File: config.mk
export PLATFORM = sky130hd
export DESIGN_NAME = pcg_ram
export DESIGN_NICKNAME = d
export VERILOG_FILES = /design/src/sv/pcg_ram.sv
export SDC_FILE = /design/constraint.sdc
export NUM_CORES = 2
export LEC_CHECK = 0
export BUFFER_PORTS_ARGS = -buffer_cell sky130_fd_sc_hd__buf_2
export CORE_UTILIZATION = 45
export DETAILED_ROUTE_END_ITERATION = 8
export PLACE_DENSITY = 0.73
export SLEW_MARGIN = 15
export SYNTH_ARGS = -nofsm -noshare
export SYNTH_HDL_FRONTEND = slang
export SYNTH_SLANG_ARGS = --single-unit
File: constraint.sdc
create_clock -name aclk -period 2.35 [get_ports aclk]
set_clock_uncertainty 0.05 [all_clocks]
set_input_delay 0.1175 -clock aclk [delete_from_list [all_inputs] [get_ports aclk]]
set_output_delay 0.1175 -clock aclk [all_outputs]
set_load 0.01 [all_outputs]
File: src/sv/pcg_ram.sv
// generic simple dual port ram with registered read
module pcg_ram #(
    parameter int WIDTH = 13,
    parameter int DEPTH = 256
) (
    input  logic                     aclk,
    input  logic                     we,
    input  logic [$clog2(DEPTH)-1:0] waddr,
    input  logic [WIDTH-1:0]         wdata,
    input  logic                     re,
    input  logic [$clog2(DEPTH)-1:0] raddr,
    output logic [WIDTH-1:0]         rdata
);

    logic [WIDTH-1:0] mem [DEPTH];
    logic [WIDTH-1:0] rdata_reg;

    always_ff @(posedge aclk) begin
        if (we) begin
            mem[waddr] <= wdata;
        end
        if (re) begin
            rdata_reg <= mem[raddr];
        end
    end

    assign rdata = rdata_reg;

endmodule

# After elaboration in Yosys (flattened, before gate mapping)
# Memory sizes are Yosys's and may differ from the RTL's. A register that Yosys moved wholly into a read port is not among the register bits.
# Cells that the tools add are included.
[totals]
ff_bits = 0
ramBits = 3328
inputBits = 32
word_cells = 3
mem_count = 1
[memory_table]
columns = ["memory", "depth", "width", "rd", "rd_ports_with_merged_regs", "write_ports", "line", "source"]
rows = [
  ["mem", 256, 13, 1, 1, 1, "15", "logic [WIDTH-1:0] mem [DEPTH];"],
]
[classes]
muxes = 2
[op_table]
columns = ["op", "count"]
rows = [
  ["1-bit 2-to-1 mux", 2],
]

# Depth between registers and ports, before layout
[logic_depth]
ltp_word = 2
mapped_depth = 12

# Worst setup path before layout
# No wires, ideal clock.
[synth_timing]
kind = "input port to flip-flop"
start = "input port raddr[0]"
end = "register rdata_reg[5] (netlist: rdata[5]), read port of mem (data pin)"
setup_time_ps = 266
arrival_ps = 2068
required_ps = 2034
setup_slack_ps = -34
path_stages = 9
cell_sequence = "buf_6 -> buf_6 -> buf_2 -> mux4_2 -> mux4_2 -> nand2_1 -> nand2_1 -> a211oi_1 -> nor4_2"
[synth_rtl]
columns = ["item", "line", "source"]
rows = [
  ["from (decl)", "11", "input logic [$clog2(DEPTH)-1:0] raddr,"],
  ["to (decl)", "16", "logic [WIDTH-1:0] rdata_reg;"],
]

==> flow_metrics.py <==
metrics = {
    "detailed_routing": {
        "detail_route.wl_per_cell_microns": 31.71,
        "routed_wl_microns": 338600,
        "ant_nets": 0,
        "detail_route.first_pass.iterations": 6,
        "vias": 65920,
        "route.detailed.vias_per_inst": 6.173,
        "drt-initial-drc-count": 9222,
        "drcViolationCount": 0,
    },
    "floorplanning": {
        "design.die.area_sq_mm": 0.2877,
        "fp-row-count": 195,
        "io-pin-count": 45,
        "die_x_microns": 536.4,
        "die_h_microns": 536.4,
        "core-area_sq_mm": 0.2830,
        "start_util": 0.4541,
    },
    "placement": {
        "io_buffer_count": 44,
        "post-dp-hpwl_microns": 213300,
        "gpl.final_weighted_congestion": 0.9077,
    },
    "global_routing": {
        "overflow": 0,
        "first_pass_grt_wire_length_microns": 484500,
        "number_of_global_route_vias_before_repair": 66760,
        "grt_antenna_before_repair": 19,
        "pin_count_of_the_biggest_net_entering_global_routing": 128,
        "track_usage": 0.2352,
    },
    "pwr": {
        "worst_ir_drop_vdd_mv": 0.5743,
        "share_seq_of_total_power": 0.528,
        "switchingPower_uw": 26730,
        "power.leakage_uw": 0.04878,
        "p_total_uw": 124600,
        "netSwitchingFraction": 0.2145,
        "power.share.combinational": 0.058,
        "clock_network_fraction_of_total_power": 0.414,
        "internal_power_uw": 97860,
        "power_per_cell_area_mw_per_mm2": 819.6,
    },
    "hold_path": {
        "min-delay-path-class": "in -> reg",
        "min_path_cells": 4,
        "min_to": "mem[57][10]",
        "min-delay-start": "waddr[4]",
    },
    "setup_path": {
        "critical_path.max_stage_delay_ps": 690,
        "end_kind": "flop",
        "path_delay_family": "multiplexers",
        "path_common_cell": "sky130_fd_sc_hd__mux4_2",
        "cp_data_required_time_ps": 2950,
        "worst-setup-path-type": "reg -> reg",
        "regToRegEndpoint": "rdata[7]",
        "critical_path.reg2reg.startpoint": "mem[210][7]",
        "timing.reg2reg.worst_path_depth": 5,
        "critPathMaxFanout": 1,
        "worstPathBufferInverterCount": 1,
        "critPathArrivalTime_ps": 3170,
        "timing.critical_path.from_type": "flop",
        "cp_slowest_cell": "sky130_fd_sc_hd__mux4_2",
        "worst-r2r-setup-slack_ps": -220,
        "crit_path_cell_trace": "mux4_2 > mux4_2 > a211oi_4 > buf_6 > nor4_2",
    },
    "synth": {
        "ys_dominant_reg_cell": "sky130_fd_sc_hd__edfxtp_1",
        "synth-edff-count": 3341,
        "syn_area_per_cell_sq_um": 22.43,
        "share_of_async_settable_or_async_resettable_flops_after_synthesis": 0,
        "ys_ff_latch": 3341,
        "gate_count_of_the_mapped_netlist": 5729,
        "synth_area_sq_mm": 0.1285,
        "syn_nets": 5761,
        "synth.lib_cells_used.distinct": 54,
        "synth.yosys.warnings": 0,
        "share_of_the_yosys_chip_area_belonging_to_registers": 0.7807,
    },
    "finish": {
        "largest_register_ffs": 3328,
        "final_layout_size_suffix_gt1_frac": 0.3313,
        "area_delta_synth_final_pct": 18.29,
        "final_net_count": 6703,
    },
    "sta": {
        "final_critical_path_setup_slack_ps": -218.5,
        "post_route_minimum_period_ps": 2568,
        "setup_tns_ps": -1371,
        "slew_headroom": 0.2998,
        "hold_violations": 0,
        "pins_over_slew_limit": 0,
        "timing.fmax_mhz": 389.3,
        "setup-violations-final": 11,
        "rsz0062_at_grt": "true",
        "min_period_over_period": 1.093,
        "worst-slew-pin-transition_ps": 1046,
    },
    "clock_network": {
        "tritoncts.num_buffers": 323,
        "cts_tree": "yes",
        "cts_setup_buffers": 0,
        "cts_max_path_buffers": 4,
        "cts_root_buf": "sky130_fd_sc_hd__clkbuf_16",
        "ctsHtreeMaxLevel": 5,
        "cts.sink_count": 3341,
        "clk_transition_reported_paths_ps": 70,
        "worst_skew_pair_later_pin_latency_ps": 910,
    },
    "run_status": {
        "violations": "negative setup slack",
        "run_status": "finished with violations",
    },
    "run": {
        "max_cap_violations": 0,
    },
}
-- metrics by stage --
| stage | setup WS [ps] | area, sq um | cells | hold slack, ps | utilization |
|---|---|---|---|---|---|
| final | -218.5 | 152000 | 10680 | 90.75 | 0.5371 |
| after global routing | -209.0 | 152000 | 10670 | 59.75 | 0.5370 |
| after CTS | -185.5 | 151800 | 10660 | 13.46 | 0.5365 |
| after detailed placement | -1320 | 140800 | 10070 | 517.0 | 0.4975 |
| after global placement | -1336 | 140800 | 10070 | 500.2 | 0.4975 |
| after floorplan | 4.416 | 128500 | 5729 | 166.4 | - |
-- logic make-up (layout without fill, tap and decap cells) --
family,Yosys count,in the layout,share of synthesized area
multiplexers,1037,1037,0.1581
AO/OA/AOI/OAI,476,476,0.02722
flip-flops,3341,3341,0.7807
AND/OR/NAND/NOR,531,531,0.01835
other,0,19,0
buffers and inverters,344,1531,0.01567
-- layout make-up --
| class | instances | area, sq um |
|---|---|---|
| clock inverter | 196 | 2001 |
| timing repair buffer | 959 | 9758 |
| inverter | 2 | 10.01 |
| tap | 3743 | 4683 |
| sequential | 3341 | 100300 |
| multi-input combinational | 2044 | 26790 |
| clock buffer | 374 | 8402 |
| fill | 20460 | 131000 |
| antenna | 19 | 47.55 |
-- metal layers --
layer | vias to the layer above | routed length [microns] | track usage
li1 | 26300 | - | -
met1 | 34740 | 122800 | 0.3093
met2 | 4195 | 162800 | 0.3755
met3 | 684 | 37090 | 0.05428
met4 | 4 | 15870 | 0.1062
met5 | - | 26 | 0
-- tightest hold or removal path, stage by stage --
cell and delay [ps]:
sky130_fd_sc_hd__buf_2 200, sky130_fd_sc_hd__nand3_1 110, sky130_fd_sc_hd__buf_4 260, sky130_fd_sc_hd__nor2_1 110
-- power by group through the flow --
stage	sequential [uW]	combinational, uW	clock, uW
after floorplan	67000	3160	0
after global placement	67100	6690	0
after detailed placement	67100	6830	0
after CTS	65800	7060	52000
after global routing	65800	7410	54300
final	65800	7190	51600
-- placed cells by master, fill, tap and decap left out, types with 18 or more instances in the layout --
master | netlist | final
sky130_fd_sc_hd__a211oi_1 | 40 | 19
sky130_fd_sc_hd__a21oi_1 | 83 | 81
sky130_fd_sc_hd__a221oi_1 | 54 | 42
sky130_fd_sc_hd__a22o_1 | 39 | 37
sky130_fd_sc_hd__a22oi_1 | 67 | 67
sky130_fd_sc_hd__buf_12 | 3 | 196
sky130_fd_sc_hd__buf_2 | 68 | 26
sky130_fd_sc_hd__buf_4 | 41 | 697
sky130_fd_sc_hd__bufinv_16 | 0 | 32
sky130_fd_sc_hd__clkbuf_1 | 150 | 45
sky130_fd_sc_hd__clkbuf_16 | 0 | 329
sky130_fd_sc_hd__clkinv_1 | 1 | 59
sky130_fd_sc_hd__clkinv_2 | 0 | 70
sky130_fd_sc_hd__diode_2 | 0 | 19
sky130_fd_sc_hd__dlygate4sd3_1 | 0 | 21
sky130_fd_sc_hd__edfxtp_1 | 3341 | 3341
sky130_fd_sc_hd__mux2i_1 | 241 | 241
sky130_fd_sc_hd__mux4_2 | 794 | 794
sky130_fd_sc_hd__nand2_1 | 91 | 84
sky130_fd_sc_hd__nand3_1 | 29 | 29
sky130_fd_sc_hd__nor2_1 | 279 | 276
sky130_fd_sc_hd__nor2b_1 | 39 | 36
sky130_fd_sc_hd__nor3_1 | 27 | 18
sky130_fd_sc_hd__o221ai_1 | 70 | 70
sky130_fd_sc_hd__o22ai_1 | 42 | 41
-- synth_stat cells, drive strengths merged (8+ instances only) --
cell	number	area (sq um)
nor2b	39	244.0
buf	192	1444
a22o	39	341.6
a21oi	83	415.4
nand4	16	100.1
nand2b	12	75.07
and2	8	50.05
nor2	279	1047
a221oi	54	473.0
a211oi	40	300.3
nor3	27	135.1
o21ai	26	130.1
mux4	794	17880
a22oi	67	503.0
o22ai	42	262.8
a311oi	11	96.34
nand2	91	341.6
o221ai	70	613.1
clkbuf	150	563.0
mux2i	241	2412
nand3	29	145.1
edfxtp	3341	100300
o31a	10	87.58
nor4	14	93.84
-- worst max path at each step --
stage | startpoint | to | slack [ps] | cells past startpoint
after floorplan | raddr[0] | rdata[5] | 4 | 7
after global placement | raddr[0] | rdata[1] | -1340 | 10
after detailed placement | raddr[0] | rdata[1] | -1320 | 10
after CTS | mem[3][9] | rdata[9] | -190 | 6
after global routing | mem[3][9] | rdata[9] | -210 | 6
final | mem[210][7] | rdata[7] | -220 | 5
-- what timing repair did --
item,in CTS,in global routing
hold buffers,21,0
gates resized for setup,78,30
setup endpoints to repair,13,13
pin swaps,25,15
hold endpoints to repair,2617,0
Note: power is estimated with default switching activity, not from simulation.
